## src/rtl/core/debounced_press_classifier_core_assert.svh

```systemverilog
// Assertion macros used by the classifier stage (dpc_classify) of the debounced press classifier.
`ifndef DEBOUNCED_PRESS_CLASSIFIER_CORE_ASSERT_SVH
`define DEBOUNCED_PRESS_CLASSIFIER_CORE_ASSERT_SVH

`ifndef ASSERT_OFF
// Plain property, checked on every rising clock edge outside reset.
`define DPC_ASSERT(label, prop, msg) \
	label: assert property (@(posedge clk) disable iff (!arst_n) (prop)) else $error(msg);
// Same-cycle implication.
`define DPC_ASSERT_IMPLY(label, ante, cons, msg) \
	label: assert property (@(posedge clk) disable iff (!arst_n) (ante) |-> (cons)) \
		else $error(msg);
// Next-cycle implication.
`define DPC_ASSERT_NEXT(label, ante, cons, msg) \
	label: assert property (@(posedge clk) disable iff (!arst_n) (ante) |=> (cons)) \
		else $error(msg);
`else
`define DPC_ASSERT(label, prop, msg)
`define DPC_ASSERT_IMPLY(label, ante, cons, msg)
`define DPC_ASSERT_NEXT(label, ante, cons, msg)
`endif

`endif

```

## src/rtl/core/dpc_pkg.sv

```systemverilog
// Types and constants shared by the debounced press classifier modules.
`timescale 1ns / 1ps

package dpc_pkg;

	// Register indexes on the configuration port.
	typedef enum logic [1:0] {
		CFG_DEBOUNCE_LIMIT = 2'd0,
		CFG_SHORT_THRESHOLD = 2'd1,
		CFG_LONG_THRESHOLD = 2'd2
	} cfg_idx_t;

	// Click codes carried on the result stream.
	typedef enum logic {
		CLICK_SHORT = 1'b0,
		CLICK_LONG = 1'b1
	} click_kind_t;

	localparam int TIME_W = 63;
	localparam int LIMIT_W = 8;
	localparam int THR_MS_W = 16;
	localparam int THR_US_W = 26;
	localparam int CFG_DATA_W = 16;

	localparam logic [9:0] US_PER_MS = 10'd1000;

	localparam logic [LIMIT_W-1:0] LIMIT_RESET = 8'd5;
	localparam logic [THR_US_W-1:0] SHORT_US_RESET = 26'd50000;
	localparam logic [THR_US_W-1:0] LONG_US_RESET = 26'd1000000;

	// Active settings, thresholds already scaled to microseconds.
	typedef struct packed {
		logic [LIMIT_W-1:0] debounce_limit;
		logic [THR_US_W-1:0] short_us;
		logic [THR_US_W-1:0] long_us;
	} cfg_t;

	// One pin poll held in the input register.
	typedef struct packed {
		logic pin_high;
		logic [TIME_W-1:0] now_us;
	} poll_t;

endpackage

```

## src/rtl/core/dpc_cfg.sv

```systemverilog
// Configuration registers with thresholds scaled to microseconds on write.
`timescale 1ns / 1ps

module dpc_cfg (
	input logic clk,
	input logic arst_n,
	input logic cfg_valid,
	output logic cfg_ready,
	input logic [1:0] cfg_index,
	input logic [dpc_pkg::CFG_DATA_W-1:0] cfg_data,
	output dpc_pkg::cfg_t cfg
);

	logic [dpc_pkg::LIMIT_W-1:0] limit_q;
	logic [dpc_pkg::THR_US_W-1:0] short_us_q;
	logic [dpc_pkg::THR_US_W-1:0] long_us_q;
	logic [dpc_pkg::THR_US_W-1:0] data_us;

	// Writes are always taken.
	assign cfg_ready = 1'b1;

	// Milliseconds to microseconds, one narrow constant multiply at the full product width.
	assign data_us = dpc_pkg::THR_US_W'(cfg_data) * dpc_pkg::THR_US_W'(dpc_pkg::US_PER_MS);

	// Register file; indexes beyond the list are dropped.
	always_ff @(posedge clk or negedge arst_n) begin
		if (!arst_n) begin
			limit_q <= dpc_pkg::LIMIT_RESET;
			short_us_q <= dpc_pkg::SHORT_US_RESET;
			long_us_q <= dpc_pkg::LONG_US_RESET;
		end else if (cfg_valid) begin
			unique case (dpc_pkg::cfg_idx_t'(cfg_index))
				dpc_pkg::CFG_DEBOUNCE_LIMIT: begin
					limit_q <= cfg_data[dpc_pkg::LIMIT_W-1:0];
				end
				dpc_pkg::CFG_SHORT_THRESHOLD: begin
					short_us_q <= data_us;
				end
				dpc_pkg::CFG_LONG_THRESHOLD: begin
					long_us_q <= data_us;
				end
				default: begin
				end
			endcase
		end
	end

	assign cfg.debounce_limit = limit_q;
	assign cfg.short_us = short_us_q;
	assign cfg.long_us = long_us_q;

endmodule

```

## src/rtl/core/dpc_in_stage.sv

```systemverilog
// Input register that holds one pin poll until the classifier takes it.
`timescale 1ns / 1ps

module dpc_in_stage (
	input logic clk,
	input logic arst_n,
	input logic s_axis_tvalid,
	output logic s_axis_tready,
	input logic [63:0] s_axis_tdata,
	input logic take,
	output logic valid_s1,
	output dpc_pkg::poll_t poll_s1
);

	logic valid_q;
	dpc_pkg::poll_t poll_q;

	// Room when empty or when the held poll leaves this cycle.
	assign s_axis_tready = !valid_q || take;

	// Occupancy flag.
	always_ff @(posedge clk or negedge arst_n) begin
		if (!arst_n) begin
			valid_q <= 1'b0;
		end else if (s_axis_tready) begin
			valid_q <= s_axis_tvalid;
		end
	end

	// Payload capture.
	always_ff @(posedge clk) begin
		if (s_axis_tvalid && s_axis_tready) begin
			poll_q.pin_high <= s_axis_tdata[0];
			poll_q.now_us <= s_axis_tdata[dpc_pkg::TIME_W:1];
		end
	end

	assign valid_s1 = valid_q;
	assign poll_s1 = poll_q;

endmodule

```

## src/rtl/core/dpc_classify.sv

```systemverilog
// Debounce integrator, press timing and click classification with result register.
`timescale 1ns / 1ps
`include "debounced_press_classifier_core_assert.svh"

module dpc_classify (
	input logic clk,
	input logic arst_n,
	input dpc_pkg::cfg_t cfg,
	input logic valid_s1,
	input dpc_pkg::poll_t poll_s1,
	output logic take,
	output logic m_axis_tvalid,
	input logic m_axis_tready,
	output logic [7:0] m_axis_tdata
);

	logic [dpc_pkg::LIMIT_W-1:0] integ_q;
	logic level_q;
	logic [dpc_pkg::TIME_W-1:0] start_q;
	logic out_valid_q;
	dpc_pkg::click_kind_t kind_q;

	logic [dpc_pkg::LIMIT_W-1:0] limit_eff;
	logic [dpc_pkg::LIMIT_W-1:0] integ_nxt;
	logic press;
	logic release_ev;
	logic [dpc_pkg::TIME_W-1:0] len_us;
	logic [dpc_pkg::TIME_W-1:0] short_ext;
	logic [dpc_pkg::TIME_W-1:0] long_ext;
	logic is_short;
	logic is_long;
	logic advance;
	logic res_load;

	// A poll is consumed when the result register can accept whatever it yields.
	assign take = !out_valid_q || m_axis_tready;
	assign advance = valid_s1 && take;

	// A zero limit behaves as one.
	assign limit_eff = (cfg.debounce_limit == '0) ? dpc_pkg::LIMIT_W'(1) : cfg.debounce_limit;

	// Saturating integrator step.
	always_comb begin
		if (poll_s1.pin_high) begin
			integ_nxt = (integ_q < limit_eff) ? integ_q + dpc_pkg::LIMIT_W'(1) : limit_eff;
		end else begin
			integ_nxt = (integ_q != '0) ? integ_q - dpc_pkg::LIMIT_W'(1) : integ_q;
		end
	end

	// Level transitions; press wins over release.
	assign press = (integ_nxt == limit_eff) && !level_q;
	assign release_ev = !press && (integ_nxt == '0) && level_q;

	// Press length wraps modulo the time width.
	assign len_us = poll_s1.now_us - start_q;
	assign short_ext = dpc_pkg::TIME_W'(cfg.short_us);
	assign long_ext = dpc_pkg::TIME_W'(cfg.long_us);
	assign is_long = (len_us >= long_ext);
	assign is_short = (len_us > short_ext) && !is_long;

	assign res_load = advance && release_ev && (is_short || is_long);

	// Debounce state.
	always_ff @(posedge clk or negedge arst_n) begin
		if (!arst_n) begin
			integ_q <= '0;
			level_q <= 1'b0;
			start_q <= '0;
		end else if (advance) begin
			integ_q <= integ_nxt;
			if (press) begin
				level_q <= 1'b1;
				start_q <= poll_s1.now_us;
			end else if (release_ev) begin
				level_q <= 1'b0;
			end
		end
	end

	// Result register valid flag.
	always_ff @(posedge clk or negedge arst_n) begin
		if (!arst_n) begin
			out_valid_q <= 1'b0;
		end else if (res_load) begin
			out_valid_q <= 1'b1;
		end else if (m_axis_tready) begin
			out_valid_q <= 1'b0;
		end
	end

	// Result payload.
	always_ff @(posedge clk) begin
		if (res_load) begin
			kind_q <= is_long ? dpc_pkg::CLICK_LONG : dpc_pkg::CLICK_SHORT;
		end
	end

	assign m_axis_tvalid = out_valid_q;
	assign m_axis_tdata = {7'd0, kind_q};

	// A click is only reported on the release that clears the level.
	`DPC_ASSERT_NEXT(a_click_clears_level, res_load, !level_q, "click without release")
	// A press records the poll time.
	`DPC_ASSERT_NEXT(a_press_records_time, advance && press,
		level_q && (start_q == $past(poll_s1.now_us)), "press time not recorded")
	// Below the limit a high poll counts up by exactly one.
	`DPC_ASSERT_NEXT(a_integ_step_up, advance && poll_s1.pin_high && (integ_q < limit_eff),
		integ_q == $past(integ_q) + dpc_pkg::LIMIT_W'(1), "integrator step up wrong")
	// Without a consumed poll the debounce state holds.
	`DPC_ASSERT_NEXT(a_state_holds, !advance,
		$stable(integ_q) && $stable(level_q) && $stable(start_q), "state moved while idle")

endmodule

```

## src/rtl/core/debounced_press_classifier_core.sv

```systemverilog
// Top level of the debounced button press classifier.
`timescale 1ns / 1ps

// Usage:
// Each input beat on s_axis is one poll of a button pin plus the current time
// in microseconds. A saturating integrator debounces the pin; on a stable
// release the press length is measured and classified. A short or long click
// leaves as one beat on m_axis; other releases and all other polls yield none.
// Order: a poll is registered on acceptance; its click, if any, is registered
// in the result register once the classifier takes it from the input register.
// Throughput: one poll per cycle while no click is held on m_axis, set by the
// single compute stage between the input register and the result register.
// Backpressure: while a click waits on m_axis, the next poll is still taken
// into the input register; polls stall only when both registers are held.
// The cfg channel is always ready; thresholds are scaled to microseconds as
// they are written. Reset restores limit 5, short 50 ms, long 1000 ms, clears
// the integrator, the debounced level and the press time, and empties both
// registers.

module debounced_press_classifier_core (
	input logic clk,
	input logic arst_n,
	input logic s_axis_tvalid,
	output logic s_axis_tready,
	// Fields from bit 0: pin_high [0], now_us [63:1].
	input logic [63:0] s_axis_tdata,
	output logic m_axis_tvalid,
	input logic m_axis_tready,
	// Fields from bit 0: click_kind [0], zero fill [7:1].
	output logic [7:0] m_axis_tdata,
	input logic cfg_valid,
	output logic cfg_ready,
	input logic [1:0] cfg_index,
	input logic [15:0] cfg_data
);

	dpc_pkg::cfg_t cfg;
	dpc_pkg::poll_t poll_s1;
	logic valid_s1;
	logic take;

	dpc_cfg u_cfg (
		.clk(clk),
		.arst_n(arst_n),
		.cfg_valid(cfg_valid),
		.cfg_ready(cfg_ready),
		.cfg_index(cfg_index),
		.cfg_data(cfg_data),
		.cfg(cfg)
	);

	dpc_in_stage u_in_stage (
		.clk(clk),
		.arst_n(arst_n),
		.s_axis_tvalid(s_axis_tvalid),
		.s_axis_tready(s_axis_tready),
		.s_axis_tdata(s_axis_tdata),
		.take(take),
		.valid_s1(valid_s1),
		.poll_s1(poll_s1)
	);

	dpc_classify u_classify (
		.clk(clk),
		.arst_n(arst_n),
		.cfg(cfg),
		.valid_s1(valid_s1),
		.poll_s1(poll_s1),
		.take(take),
		.m_axis_tvalid(m_axis_tvalid),
		.m_axis_tready(m_axis_tready),
		.m_axis_tdata(m_axis_tdata)
	);

endmodule
```

## config.mk

```make
export PLATFORM = sky130hd
export DESIGN_NAME = debounced_press_classifier_core
export DESIGN_NICKNAME = d
export VERILOG_FILES = /design/src/rtl/core/dpc_pkg.sv /design/src/rtl/core/dpc_cfg.sv /design/src/rtl/core/dpc_in_stage.sv /design/src/rtl/core/dpc_classify.sv /design/src/rtl/core/debounced_press_classifier_core.sv
export VERILOG_INCLUDE_DIRS = /design/src /design/src/rtl/core
export SDC_FILE = /design/constraint.sdc
export NUM_CORES = 1
export LEC_CHECK = 0
export BUFFER_PORTS_ARGS = -buffer_cell sky130_fd_sc_hd__buf_2
export CAP_MARGIN = 20
export CORE_ASPECT_RATIO = 1.1
export CORE_MARGIN = 8
export CORE_UTILIZATION = 65
export DETAILED_ROUTE_END_ITERATION = 8
export PLACE_DENSITY = 0.89
export SLEW_MARGIN = 10
export SYNTH_ARGS = -nofsm -noshare
export SYNTH_HDL_FRONTEND = slang
export SYNTH_SLANG_ARGS = --single-unit
export TNS_END_PERCENT = 10
```

## constraint.sdc

```tcl
create_clock -name clk -period 13.1 [get_ports clk]
set_clock_uncertainty 0.15 [all_clocks]
set_input_delay 0.655 -clock clk [delete_from_list [all_inputs] [get_ports clk]]
set_output_delay 0.655 -clock clk [all_outputs]
set_load 0.01 [all_outputs]
```

==> summary.md <==
| Metric | Value |
|---|---|
| Detail Placement HPWL | 30,500 um |
| Dpl cell area | 0.0165 mm2 |
| Root Driver | clkbuf_16 |
| Final wirelength | 39,300 um |
| Post-synth EDFFs | 65 |
| Htree depth | 4 |
| Synth Register Bits | 193 |
| Mean Syn Cell Area | 9.58 um2 |
| # DRC | 0 |
| Finished Core Util | 70.9% |
| Final Hold Fails | 1 |
| Antenna viol nets, final | 0 |
| # rows | 60 |
| Startpoint types | flip-flop |
| Crit path largest cell delay | 0.55 ns |
| Cell variety after synth | 87 |
| Nets@finish | 2,027 |
| Yosys top cell by area | dfrtp_1 |
| IO Port Bufs | 89 |
| Seq/Total Area, Yosys | 32.7% |
| CTS Hold Bufs | 0 |
| Final Instance Area | 0.0171 mm2 |
| CP arrival | 7.08 ns |
| Initial Util | 65.5% |
| Status | complete, but fails checks |
| Clock buffer depth | 2 |
| Critical path, cell by cell | ha_1 > fa_1 > nor2b_1 > o31ai_1 > a211oi_1 > o211ai_2 > a21boi_2 > nor2_1 > o21ai_0 > xor2_1 > ha_1 > a211oi_1 > nand2_1 > a221oi_1 > a311oi_1 > nor2_1 > or4b_1 > or4b_1 > or4_1 > or4_4 > nor4b_4 > a31oi_1 |
| Routed via count | 12,700 |
| Crit path launch | u_classify.start_q[0] |
| LEAKAGE | 7.72 nW |
| Finished Layout Cells | 2,038 |
| CP Capture Type | flip-flop |
| Post-route worst setup slack | 6.08 ns |
| Pins Over Slew Limit | 0 |
| Die area | 0.0296 mm2 |
| Hold Path Class | in2async |
| Hold_ws | -0.000719 ns |
| MaxCap Viol Count | 0 |
| Worst slew pin tran | 0.986 ns |
| Global placer's final weighted congestion | 0.945 |
| Slowest CP cell | or4_4 |
| Vias per cell | 6.23 |
| TritonCTS Buffers | 17 |
| Final period util | 53.6% |
| Kind of critical path | reg2reg |
| Placed cells | 2,003 |
| Global-route wire length before repair | 64,700 um |
| DRC marker count from the first detailed-route iteration | 846 |
| Cells after Synth | 1,653 |
| Synth Flop Type | dfrtp_1 |
| Post-CTS resize count | 0 |
| Total grt overflow | 0 |
| Number of global-route vias before repair | 12,900 |
| Final Setup Violations | 0 |
| Initial antenna violation count | 0 |
| Layout area overhead | 8.21% |
| Layout fillers | 1,843 |
| Period minus WS final | 7.02 ns |
| Drt pass-1 iters | 6 |
| Mapped cell area | 0.0158 mm2 |
| Reg clk slew, reported paths | 0.08 ns |
| RSZ-0062 raised after global routing | false |
| P per Cell Area | 259 mW/mm2 |
| Largest net degree at the start of global routing | 76 |
| Syn. warnings | 0 |
| Die height | 180 um |
| Top-count cell post-synth | ha_1 |
| Setup TNS | 0 ns |
| Maximum VDD drop | 0.160 mV |
| CTS tree | done |
| Clk Latency, worst-skew pair | 0.45 ns |
| GRT Util Overall | 27.0% |
| Num Clock Sinks | 193 |
| Post-synth top area share | 17.9% |
| Post-synth top cells | ha_1 (171), inv_1 (157), nand2_1 (141) |
| Slew HR | 32.6% |
| Ports | 98 |
| Die X | 165 um |
| Fraction of registers with async set/reset | 66.3% |
| Worst Path Required | 13.15 ns |
| WL per Instance | 19.3 um |
| Setup repair bufs after CTS | 0 |
| Synth top area cells | dfrtp_1 (18%), ha_1 (14%), edfxtp_1 (12%) |
| Pre-CTS setup slack | 6.28 ns |
| Core Area | 0.0242 mm2 |
| Fmax | 142 MHz |
| Failing checks | negative hold slack |
| Reg-to-reg startpoint | u_classify.start_q[0] |
| Crit path max fanout | 4 |
| Fraction of layout cells with a size suffix above 1 | 14.6% |
==> registers in the layout, summed over array words and instances (netlist names) <==
| register | cells |
|---|---|
| u_classify.m_axis_tvalid | 1 |
| u_cfg.long_us_q | 23 |
| u_in_stage.valid_s1 | 1 |
| u_classify.level_q | 1 |
| u_classify.kind_q | 1 |
| u_classify.start_q | 63 |
| u_cfg.short_us_q | 23 |
| u_cfg.limit_q | 8 |
| u_in_stage.poll_s1 | 64 |
| u_classify.integ_q | 8 |
==> critical path, delay by kind of cell (launching register included) <==
family | cells | cell delay (ns)
flops | 1 | 0.39
simple gates | 9 | 2.83
xor+xnor | 1 | 0.24
fa+ha+maj | 3 | 0.90
compound gates | 9 | 2.25
==> stage by stage <==
step / power (mW) / hold slack, ns
after global routing: 4.80 / 0.0182
final: 4.43 / -0.000719
after CTS: 4.39 / 0.218
after detailed placement: 3.82 / 0.321
after global placement: 3.70 / 0.314
after floorplan: 3.10 / 0.209
==> power by group <==
group | switching (mW) | internal [mW] | leakage [nW]
Sequential | 0.137 | 0.825 | 2.18
Combinational | 1.71 | 1.21 | 5.25
Clock | 0.266 | 0.275 | 0.294
==> path summary, 6_finish.rpt <==
check                                         end  slack [ns]  cells past startpoint
max in group asynchronous     u_cfg.long_us_q[15]       11.50                      3
max                             u_classify.kind_q        6.08                     22
max reg2reg                     u_classify.kind_q        6.08                     22
min                        u_classify.start_q[49]     -0.0007                      1
min in group clk           u_in_stage.poll_s1[26]        0.22                      1
min reg2reg                  u_cfg.short_us_q[15]        0.33                      2
==> cells by family after synthesis <==
logic type | after synthesis | synth area share (%)
AOI/OAI and AO/OA | 419 | 16.9
xor gates and xnor gates | 75 | 4.20
adders and majority gates | 226 | 20.5
buffers and inverters | 222 | 5.61
DFF | 193 | 32.7
muxes | 91 | 6.37
other | 2 | 0.0474
and+or+nand+nor | 425 | 13.8
==> area by class of cell <==
type	count	area [um2]	share of cell area, %
multi-input combinational	1244	9810	57.3
sequential	193	5170	30.2
inverter	159	597	3.48
timing repair buffer	99	543	3.17
clock buffer	17	425	2.48
tap	310	388	2.26
clock inverter	15	191	1.12
antenna	1	2.50	0.0146
==> per-layer routing <==
metal	vias to the layer above	track usage, %	part of all wire [%]
li1	6008	-	-
met1	6179	34.1	41
met5	-	0	0
met2	419	45.9	51
met4	0	9.45	3.0
met3	88	4.07	5.7
==> layout by cell type (no fill, tap or decap), types with 10 or more instances in the layout <==
cell type and n:
buf_4 10, xor2_1 31, inv_1 157, xnor2_1 43
buf_2 88, nand2_1 141, o21a_1 23, dfstp_2 15
a21o_1 48, dfrtp_1 113, nor2_1 82, mux2_2 77
clkbuf_16 17, o21bai_1 17, edfxtp_1 65, fa_1 55
o21ai_1 13, ha_1 171, mux2i_1 13, a21oi_1 111
nand3_1 28, nand2b_1 13, nor3_1 27, a211oi_1 11
a31oi_1 10, nor2b_1 15, nand4_1 27, o21ai_0 107
and3_1 10
Note: power is estimated with default switching activity, not from simulation.
